## config.mk

```make
export PLATFORM = sky130hd
export DESIGN_NAME = byte_fifo_with_frame_count
export DESIGN_NICKNAME = d
export VERILOG_FILES = /design/src/design/bffc_pkg.sv /design/src/design/bffc_mem.sv /design/src/design/bffc_ctrl.sv /design/src/design/bffc_out.sv /design/src/design/byte_fifo_with_frame_count.sv
export SDC_FILE = /design/constraint.sdc
export NUM_CORES = 2
export LEC_CHECK = 0
export BUFFER_PORTS_ARGS = -buffer_cell sky130_fd_sc_hd__buf_2
export CORE_MARGIN = 2
export CORE_UTILIZATION = 55
export CTS_CLUSTER_DIAMETER = 80
export DETAILED_ROUTE_END_ITERATION = 7
export PLACE_DENSITY = 0.81
export SLEW_MARGIN = 10
export SYNTH_ARGS = -nofsm -noshare
export SYNTH_HDL_FRONTEND = slang
export SYNTH_SLANG_ARGS = --single-unit
export TNS_END_PERCENT = 20
```

## constraint.sdc

```tcl
create_clock -name clk -period 3.32 [get_ports clk]
set_input_delay 0.498 -clock clk [delete_from_list [all_inputs] [get_ports clk]]
set_output_delay 0.498 -clock clk [all_outputs]
set_load 0.005 [all_outputs]
```

## src/design/bffc_pkg.sv

```systemverilog
package bffc_pkg;

  localparam int DEPTH_DEFAULT = 256;

  localparam logic [7:0] DELIM_RESET = 8'd10;

  localparam logic [1:0] MODE_PUSH   = 2'd0;
  localparam logic [1:0] MODE_POP    = 2'd1;
  localparam logic [1:0] MODE_CLEAR  = 2'd2;
  localparam logic [1:0] MODE_STATUS = 2'd3;

  typedef struct packed {
    logic [1:0] mode;
    logic [7:0] in_byte;
  } in_item_t;

  typedef struct packed {
    logic       status;
    logic [7:0] out_byte;
    logic [8:0] fill_count;
    logic       is_empty;
    logic       is_full;
    logic       frame_pending;
  } out_item_t;

  // Outcome of one request after the pointer stage, waiting for the read data.
  typedef struct packed {
    logic       status;
    logic       pop_ok;
    logic [8:0] fill;
    logic       empty;
    logic       full;
    logic [7:0] frames_in;
  } op_info_t;

endpackage

```

## src/design/bffc_mem.sv

```systemverilog
module bffc_mem import bffc_pkg::*; #(
  parameter int DEPTH = DEPTH_DEFAULT,
  parameter int AW    = $clog2(DEPTH)
) (
  input  logic          clk,
  input  logic          wr_en,
  input  logic [AW-1:0] wr_idx,
  input  logic [7:0]    wr_data,
  input  logic          rd_en,
  input  logic [AW-1:0] rd_idx,
  output logic [7:0]    rd_data
);

  logic [7:0] mem [DEPTH];
  logic [7:0] rd_data_r;

  always_ff @(posedge clk) begin
    if (wr_en) begin
      mem[wr_idx] <= wr_data;
    end
  end

  always_ff @(posedge clk) begin
    if (rd_en) begin
      rd_data_r <= mem[rd_idx];
    end
  end

  assign rd_data = rd_data_r;

endmodule

```

## src/design/bffc_ctrl.sv

```systemverilog
module bffc_ctrl import bffc_pkg::*; #(
  parameter int DEPTH = DEPTH_DEFAULT,
  parameter int AW    = $clog2(DEPTH)
) (
  input  logic          clk,
  input  logic          rst_n,
  input  logic          accept,
  input  in_item_t      item,
  input  logic [7:0]    delimiter,
  output logic          wr_en,
  output logic [AW-1:0] wr_idx,
  output logic          rd_en,
  output logic [AW-1:0] rd_idx,
  output op_info_t      info
);

  localparam int CW = $clog2(DEPTH + 1);
  localparam logic [AW-1:0] LAST_IDX = AW'(DEPTH - 1);
  localparam logic [CW-1:0] FULL_CNT = CW'(DEPTH);

  logic [AW-1:0] wr_idx_r, wr_idx_nxt;
  logic [AW-1:0] rd_idx_r, rd_idx_nxt;
  logic [CW-1:0] count_r, count_nxt;
  logic [7:0]    frames_in_r, frames_in_nxt;
  logic          push_ok, pop_ok, refused;

  assign push_ok = (item.mode == MODE_PUSH) && (count_r != FULL_CNT);
  assign pop_ok  = (item.mode == MODE_POP) && (count_r != '0);

  always_comb begin
    wr_idx_nxt    = wr_idx_r;
    rd_idx_nxt    = rd_idx_r;
    count_nxt     = count_r;
    frames_in_nxt = frames_in_r;
    refused       = 1'b0;
    case (item.mode)
      MODE_PUSH: begin
        if (push_ok) begin
          wr_idx_nxt = (wr_idx_r == LAST_IDX) ? '0 : wr_idx_r + 1'b1;
          count_nxt  = count_r + 1'b1;
          if (item.in_byte == delimiter) begin
            frames_in_nxt = frames_in_r + 8'd1;
          end
        end else begin
          refused = 1'b1;
        end
      end
      MODE_POP: begin
        if (pop_ok) begin
          rd_idx_nxt = (rd_idx_r == LAST_IDX) ? '0 : rd_idx_r + 1'b1;
          count_nxt  = count_r - 1'b1;
        end else begin
          refused = 1'b1;
        end
      end
      MODE_CLEAR: begin
        rd_idx_nxt = wr_idx_r;
        count_nxt  = '0;
      end
      default: begin
      end
    endcase
  end

  always_ff @(posedge clk) begin
    if (!rst_n) begin
      wr_idx_r    <= '0;
      rd_idx_r    <= '0;
      count_r     <= '0;
      frames_in_r <= '0;
    end else if (accept) begin
      wr_idx_r    <= wr_idx_nxt;
      rd_idx_r    <= rd_idx_nxt;
      count_r     <= count_nxt;
      frames_in_r <= frames_in_nxt;
    end
  end

  assign wr_en  = accept && push_ok;
  assign wr_idx = wr_idx_r;
  assign rd_en  = accept && pop_ok;
  assign rd_idx = rd_idx_r;

  always_comb begin
    info.status    = refused;
    info.pop_ok    = pop_ok;
    info.fill      = 9'(count_nxt);
    info.empty     = (count_nxt == '0);
    info.full      = (count_nxt == FULL_CNT);
    info.frames_in = frames_in_nxt;
  end

endmodule

```

## src/design/bffc_out.sv

```systemverilog
module bffc_out import bffc_pkg::*; (
  input  logic       clk,
  input  logic       rst_n,
  input  logic       s1_valid,
  input  op_info_t   s1_info,
  input  logic [7:0] rd_data,
  input  logic [7:0] delimiter,
  output logic       s1_take,
  output logic       out_valid,
  input  logic       out_ready,
  output out_item_t  out_data
);

  logic [7:0] frames_out_r, frames_out_nxt;
  logic       out_valid_r;
  out_item_t  out_data_r, out_data_nxt;

  assign s1_take = s1_valid && (!out_valid_r || out_ready);

  // The popped byte is only known here, so the frame-out count lives in this stage.
  always_comb begin
    frames_out_nxt = frames_out_r;
    if (s1_info.pop_ok && (rd_data == delimiter)) begin
      frames_out_nxt = frames_out_r + 8'd1;
    end
    out_data_nxt.status        = s1_info.status;
    out_data_nxt.out_byte      = s1_info.pop_ok ? rd_data : 8'd0;
    out_data_nxt.fill_count    = s1_info.fill;
    out_data_nxt.is_empty      = s1_info.empty;
    out_data_nxt.is_full       = s1_info.full;
    out_data_nxt.frame_pending = (s1_info.frames_in != frames_out_nxt);
  end

  always_ff @(posedge clk) begin
    if (!rst_n) begin
      frames_out_r <= '0;
      out_valid_r  <= 1'b0;
    end else if (s1_take) begin
      frames_out_r <= frames_out_nxt;
      out_valid_r  <= 1'b1;
    end else if (out_ready) begin
      out_valid_r  <= 1'b0;
    end
  end

  always_ff @(posedge clk) begin
    if (s1_take) begin
      out_data_r <= out_data_nxt;
    end
  end

  assign out_valid = out_valid_r;
  assign out_data  = out_data_r;

endmodule

```

## src/design/byte_fifo_with_frame_count.sv

```systemverilog
// Byte FIFO for a serial receive path, with delimiter-based frame counting.
// Each request on the in_ channel carries a mode (push, pop, clear or status)
// and a byte for pushes. Every request yields exactly one result on the out_
// channel: refused flag, popped byte, fill count, empty/full flags and whether
// a frame (a delimiter seen on push but not yet on pop) is still pending.
// The delimiter value is written through cfg_we/cfg_wdata; the user must write it
// only while the block is idle, as the block itself does not enforce this.
// A result passes the pointer update and memory read, then the result register.
// Throughput: one request per cycle while out_ready is high; the storage is a
// single-port-write, single-port-read memory with a registered read.
// When the receiver holds out_ready low, the result register and the stage in
// front of it fill up, and in_ready drops until a result is taken.
// Reset clears pointers, fill count, both frame counters and the output valid,
// and loads the delimiter with 10. The memory is not cleared; no clearing pass
// is needed, since only written entries are ever popped.
module byte_fifo_with_frame_count import bffc_pkg::*; #(
  parameter int DEPTH = DEPTH_DEFAULT
) (
  input  logic      clk,
  input  logic      rst_n,
  input  logic      in_valid,
  output logic      in_ready,
  input  in_item_t  in_data,
  output logic      out_valid,
  input  logic      out_ready,
  output out_item_t out_data,
  input  logic      cfg_we,
  input  logic [7:0] cfg_wdata
);

  localparam int AW = $clog2(DEPTH);

  logic [7:0]    delim_r;
  logic          accept;
  logic          wr_en, rd_en;
  logic [AW-1:0] wr_idx, rd_idx;
  logic [7:0]    rd_data;
  op_info_t      info;
  logic          s1_valid_r;
  op_info_t      s1_info_r;
  logic          s1_take;

  always_ff @(posedge clk) begin
    if (!rst_n) begin
      delim_r <= DELIM_RESET;
    end else if (cfg_we) begin
      delim_r <= cfg_wdata;
    end
  end

  assign in_ready = !s1_valid_r || s1_take;
  assign accept   = in_valid && in_ready;

  bffc_ctrl #(.DEPTH(DEPTH), .AW(AW)) u_ctrl (
    .clk      (clk),
    .rst_n    (rst_n),
    .accept   (accept),
    .item     (in_data),
    .delimiter(delim_r),
    .wr_en    (wr_en),
    .wr_idx   (wr_idx),
    .rd_en    (rd_en),
    .rd_idx   (rd_idx),
    .info     (info)
  );

  bffc_mem #(.DEPTH(DEPTH), .AW(AW)) u_mem (
    .clk    (clk),
    .wr_en  (wr_en),
    .wr_idx (wr_idx),
    .wr_data(in_data.in_byte),
    .rd_en  (rd_en),
    .rd_idx (rd_idx),
    .rd_data(rd_data)
  );

  always_ff @(posedge clk) begin
    if (!rst_n) begin
      s1_valid_r <= 1'b0;
    end else if (accept) begin
      s1_valid_r <= 1'b1;
    end else if (s1_take) begin
      s1_valid_r <= 1'b0;
    end
  end

  always_ff @(posedge clk) begin
    if (accept) begin
      s1_info_r <= info;
    end
  end

  bffc_out u_out (
    .clk      (clk),
    .rst_n    (rst_n),
    .s1_valid (s1_valid_r),
    .s1_info  (s1_info_r),
    .rd_data  (rd_data),
    .delimiter(delim_r),
    .s1_take  (s1_take),
    .out_valid(out_valid),
    .out_ready(out_ready),
    .out_data (out_data)
  );

endmodule
```

Word level (Yosys, flattened, before mapping)
Memory sizes are Yosys's and may differ from the RTL's. A register that Yosys moved wholly into a read port is not among the register bits.
Cells that the tools add are included.
{"block": "op_classes", "reduce_logical": 19, "muxes": 20, "n_eq_ne": 10, "n_addsub": 6}
{"cell": "8-bit 2-to-1 mux", "count": 7}
{"cell": "8-bit by 1-bit adder with 8-bit output, second input constant", "count": 4}
{"cell": "9-bit case mux with 3 select lines", "count": 1}
{"cell": "9-bit 2-to-1 mux", "count": 2}
{"cell": "8-bit equality test", "count": 2}
{"cell": "8-bit equality test, second input constant", "count": 2}
{"cell": "8-bit case mux with 2 select lines", "count": 1}
{"cell": "9-bit by 1-bit adder with 9-bit output, second input constant", "count": 1}
{"cell": "9-bit equality test, second input constant", "count": 1}
{"cell": "9-bit logical NOT", "count": 1}
{"cell": "9-bit inequality test, second input constant", "count": 1}
{"cell": "9-bit nonzero test", "count": 1}
{"cell": "9-bit by 1-bit subtractor with 9-bit output, second input constant", "count": 1}
{"cell": "1-bit 2-to-1 mux", "count": 8}
{"cell": "8-bit inequality test", "count": 1}
{"cell": "1-bit logical AND", "count": 7}
{"cell": "3-bit AND reduction", "count": 2}
{"cell": "2-bit nonzero test", "count": 3}
{"cell": "2-bit by 1-bit equality test with 1-bit output, second input constant", "count": 1}
{"cell": "2-bit equality test, second input constant", "count": 1}
{"cell": "1-bit logical NOT", "count": 2}
{"cell": "2-bit logical NOT", "count": 1}
{"cell": "1-bit logical OR", "count": 2}
{"cell": "2-bit by 1-bit inequality test with 1-bit output, second input constant", "count": 1}
{"cell": "1-bit case mux with 2 select lines", "count": 1}
{"block": "word_totals", "word_cells": 76, "out_inout_bits": 23, "register_bits": 93, "mem_bits_rw": 2048, "memories": 1, "input_bits": 23}
{"name": "u_mem.mem", "depth": 256, "word_bits": 8, "read_ports": 1, "rd_clocked_by_memory_dff": 1, "wr": 1, "line": "bffc_mem.sv:14", "rtl": "logic [7:0] mem [DEPTH];"}

Depth between registers and ports, before layout
{"block": "logic_depth", "ltp_word": 8, "mapped_depth": 13, "depth_no_buf": 9}

Hierarchy
From an unflattened synthesis, not the netlist that was laid out.
{"block": "unflattened", "cells_unflattened": 4235, "hier_area_um2": 84567.4}
{"mod": "bffc_mem", "n_inst": 1, "cells_per_inst": 3733, "area_per_inst_um2": 79636.4}
{"mod": "bffc_ctrl", "n_inst": 1, "cells_per_inst": 331, "area_per_inst_um2": 2512.4}
{"mod": "bffc_out", "n_inst": 1, "cells_per_inst": 120, "area_per_inst_um2": 1447.6}
{"mod": "byte_fifo_with_frame_count", "n_inst": 1, "cells_per_inst": 51, "area_per_inst_um2": 970.9}

Least setup slack after synthesis
OpenSTA, ideal clock, no wires.
{"block": "synth_path", "path_type": "reg2reg", "start": "reg u_ctrl.count_r[1]", "end": "mem u_mem.mem[207][0] (enable)", "required_ns": 2.935, "path_stages_with_launch": 11, "setup_ns": 0.385, "arrival_ns": 2.767, "setup_slack_ns": 0.168, "path_cell_list": "dfxtp_1 > clkbuf_1 > inv_1 > ha_1 > nor3b_1 > nand3_1 > and2_1 > nand2_1 > nor3b_1 > nand4_1 > nor3b_1"}
{"block": "synth_between", "elab_chain_cells": 5}
{"element": "from (decl)", "line": "bffc_ctrl.sv:23", "rtl": "logic [CW-1:0] count_r, count_nxt;"}
{"element": "from (signal assigned)", "line": "bffc_ctrl.sv:74", "rtl": "count_r <= count_nxt;"}
{"element": "9-bit inequality test", "line": "bffc_ctrl.sv:27", "rtl": "assign push_ok = (item.mode == MODE_PUSH) && (count_r != FULL_CNT);"}
{"element": "1-bit logical AND", "line": "bffc_ctrl.sv:27"}
{"element": "1-bit logical AND", "line": "bffc_ctrl.sv:79", "rtl": "assign wr_en = accept && push_ok;"}
{"element": "1-bit 2-to-1 mux", "line": "bffc_mem.sv:18", "rtl": "if (wr_en) begin"}
{"element": "1-bit 2-to-1 mux (implied by the code)", "line": "bffc_mem.sv:19", "rtl": "mem[wr_idx] <= wr_data;"}
{"element": "to (decl)", "line": "bffc_mem.sv:14"}
No other way between the ends.

==> results.env <==
RUN_STATUS='finished, violations left'
FAILED_CHECKS='negative setup slack'
TOTALWIRELENGTH_MM=235
FP.COREAREA_SQ_UM=152000
GRT_PASS1_VIAS=46400
INITIAL_UTILIZATION=0.555
CLOCK_SINKS=2149
MAXIMUM_NUMBER_OF_PINS_ON_ONE_NET_BEFORE_GLOBAL_ROUTE_REPAIR=205
ANT_NETS=0
SYN_INST=4188
AREA_DELTA_SYNTH_FINAL_PCT=14.0
MOSTFREQUENTLAYOUTCELLS='2098 x sky130_fd_sc_hd__edfxtp_1, 504 x sky130_fd_sc_hd__mux4_2, 315 x sky130_fd_sc_hd__buf_4'
WORSTSETUPSTARTPOINTTYPE='register'
DATA_ARRIVAL_CRITICAL_PATH_PS=3920
FP.DIEAREA_SQ_UM=157000
SYNTHFLOPTYPE='sky130_fd_sc_hd__edfxtp_1'
PRE_ANTENNA_DRT_ITERS=6
CLOCK_INSERTION_DELAY_WORST_SKEW_PS=860
MAXCAPVIOLATIONS=0
TRITONCTS='built'
BUFFER_TYPE_AT_THE_CLOCK_TREE_ROOT='sky130_fd_sc_hd__clkbuf_16'
WORSTPATHREQUIRED_PS=3900
PLACE.GP.CONGESTION=0.986
GRT_FIRST_PASS_WIRELENGTH_MM=334
DRV_SLEW=0
IO_BUFFER_COUNT=45
DP_SLACK_PS=-165
YOSYS.CELL_TYPES.COUNT=72
FINAL.SETUP_SKEW_PS=36.4
WORST_SLEW_MARGIN_REL=0.0787
END_KIND='register'
LAYOUT_WORST_PATH_CYCLE_SHARE=1.01
TOTAL_NETS_FINAL=4605
YOSYS_REGISTER_BITS=2149
ROW_COUNT=143
TOTALNEGATIVESETUPSLACK_PS=-27.2
POWER_DENSITY_nW_PER_UM2=580
WORST_PIN_SLEW_PS=1380
SYNTH_EDF_COUNT=2098
FINALSETUPVIOLATIONS=2
IR_DROP_uV=580
DETAIL_ROUTED_VIA_COUNT_PER_CELL=6.93
SYNTH.YOSYS.SEQ_AREA_SHARE=0.759
DESIGN.PORTCOUNT=46
GR-TOTAL-OVERFLOW=0
FINAL_LAYOUT_SIZE_SUFFIX_GT1_FRAC=0.280
CTS-HTREE-LEVELS=4
MAPPEDNETLISTAREA_SQ_UM=84400
CRITICAL_PATH_PEAK_FANOUT=39
POSTLAYOUTSETUPSLACKWORST_PS=-20.9
DRT_DRC_VIOLATIONS_LEFT=0
CLKTRANSATPATHREGS_PS=60
TIMING.FMAX_GHz=0.299
TIMING_HOLD_VIOLATIONS_FINAL=0
SYNTHESIS.YOSYS.WARNINGS=0
NUM_VIAS=46900
SETUP.WORST_PATH.CLASS='register to register'
DRT_ITER0_MARKERS=8160
GR-USAGE-ALL-LAYERS=0.300
WIRE_PER_INST_UM=34.7
P_LEAK_uW=0.0300
SYN_NETS=4220
MOSTFREQUENTLAYOUTCELL='sky130_fd_sc_hd__edfxtp_1'
HOLD_PATH.CLASS='primary input to register'
POSTSYNTH.ASYNCRESETSHARE=0
FINAL.MIN_CLOCK_PERIOD_PS=3340
CTS.PATH.MAX_BUFFERS=3
FLOORPLAN.DIE.HEIGHT_UM=396
POST-DP-HPWL_MM=143
CTS-BUFFERS-INSERTED=199
DIE-WIDTH_UM=396
RSZ0062_AT_GRT='true'
ANTENNA_VIOLATIONS_BEFORE_REPAIR=3
SYNTH.AVG_CELL_AREA_SQ_UM=20.2
[critical path, stage by stage (launching register included)]
cell                       delay (ps)
sky130_fd_sc_hd__dfxtp_4          740
sky130_fd_sc_hd__buf_12           320
sky130_fd_sc_hd__buf_4            240
sky130_fd_sc_hd__mux4_2           360
sky130_fd_sc_hd__mux4_2           520
sky130_fd_sc_hd__a22oi_1          240
sky130_fd_sc_hd__o21ai_0          320
sky130_fd_sc_hd__o311ai_0         190
sky130_fd_sc_hd__nor3_1           100
[registers in the layout (all words and copies together), names as in the netlist]
register	flops
u_mem.mem	2048
s1_info_r	21
u_out.out_data	21
u_ctrl.count_r	9
delim_r	8
u_ctrl.frames_in_r	8
u_ctrl.rd_idx	8
u_ctrl.wr_idx	8
u_mem.rd_data	8
u_out.frames_out_r	8
s1_valid_r	1
u_out.out_valid	1
[final timing paths]
path | from | endpoint | slack [ps] | depth (start not counted)
setup / recovery | u_ctrl.rd_idx[1]$_SDFFE_PN0P_ | u_mem.rd_data[7]$_DFFE_PP_ | -20 | 8
hold / removal | cfg_we | delim_r[5]$_SDFFE_PN0P_ | 80 | 3
hold reg to reg | s1_info_r[15]$_DFFE_PP_ | u_out.out_data[8]$_DFFE_PP_ | 420 | 0
setup reg to reg | u_ctrl.rd_idx[1]$_SDFFE_PN0P_ | u_mem.rd_data[7]$_DFFE_PP_ | -20 | 8
[cells by family after synthesis]
family	synth area share
AOI/OAI and AO/OA	0.0307
adders and majority gates	0.00133
xor gates and xnor gates	0.00529
buffers and inverters	0.0174
DFF	0.759
and+or+nand+nor	0.0364
muxes	0.150
[power breakdown]
group	switching, uW	internal (uW)	leakage (uW)	total [uW]
clock network	10000	12700	0.00314	22700
logic	1940	1290	0.00752	3230
registers	67.5	29800	0.0193	29900
total	12000	43800	0.0300	55800
[through the flow]
step	cells	total power, uW	hold WS (ps)	instance area (sq um)	util
2_1_floorplan	4188	32200	400	84400	-
3_3_place_gp	6382	33500	404	89300	0.587
3_5_place_dp	6382	33600	405	89300	0.587
4_1_cts	6769	55800	32.9	96100	0.632
5_1_grt	6769	56900	64.7	96200	0.633
6_report	6770	55800	79.8	96200	0.633
[synth_stat cells (29+ instances only)]
library cell / number / area [sq um]
sky130_fd_sc_hd__edfxtp_1: 2098 / 63000
sky130_fd_sc_hd__mux4_2: 504 / 11400
sky130_fd_sc_hd__nor2_1: 341 / 1280
sky130_fd_sc_hd__nand2_1: 143 / 537
sky130_fd_sc_hd__mux2i_1: 113 / 1130
sky130_fd_sc_hd__clkbuf_1: 105 / 394
sky130_fd_sc_hd__buf_2: 71 / 355
sky130_fd_sc_hd__a21oi_1: 65 / 325
sky130_fd_sc_hd__dfxtp_1: 51 / 1020
sky130_fd_sc_hd__o22ai_1: 50 / 313
sky130_fd_sc_hd__o21ai_0: 48 / 240
sky130_fd_sc_hd__nor3_1: 40 / 200
sky130_fd_sc_hd__a22oi_1: 39 / 293
sky130_fd_sc_hd__nand3_1: 39 / 195
sky130_fd_sc_hd__a211oi_1: 34 / 255
sky130_fd_sc_hd__buf_6: 33 / 372
sky130_fd_sc_hd__xnor2_1: 29 / 254
[repair_timing]
action	in CTS	in global routing
hold buffers	19	0
endpoints found under the hold margin	24	0
gates resized for setup	54	45
setup buffers	1	0
setup endpoints to repair	467	748
[metal layers]
layer,global-route usage,up-vias,share of wire
li1,-,18000,-
met1,0.389,23800,0.33
met2,0.455,4218,0.46
met3,0.0869,846,0.14
met4,0.174,4,0.066
met5,0,-,0.00017
[final cells by class]
class	instances	area, sq um
clock buffer	256	5280
tap	2030	2540
fill	9492	55900
inverter	23	87.6
timing repair buffer	434	3940
sequential	2149	64000
clock inverter	111	1130
multi-input combinational	1766	19200
antenna	1	2.50
Power figures use the tool's default switching activity.
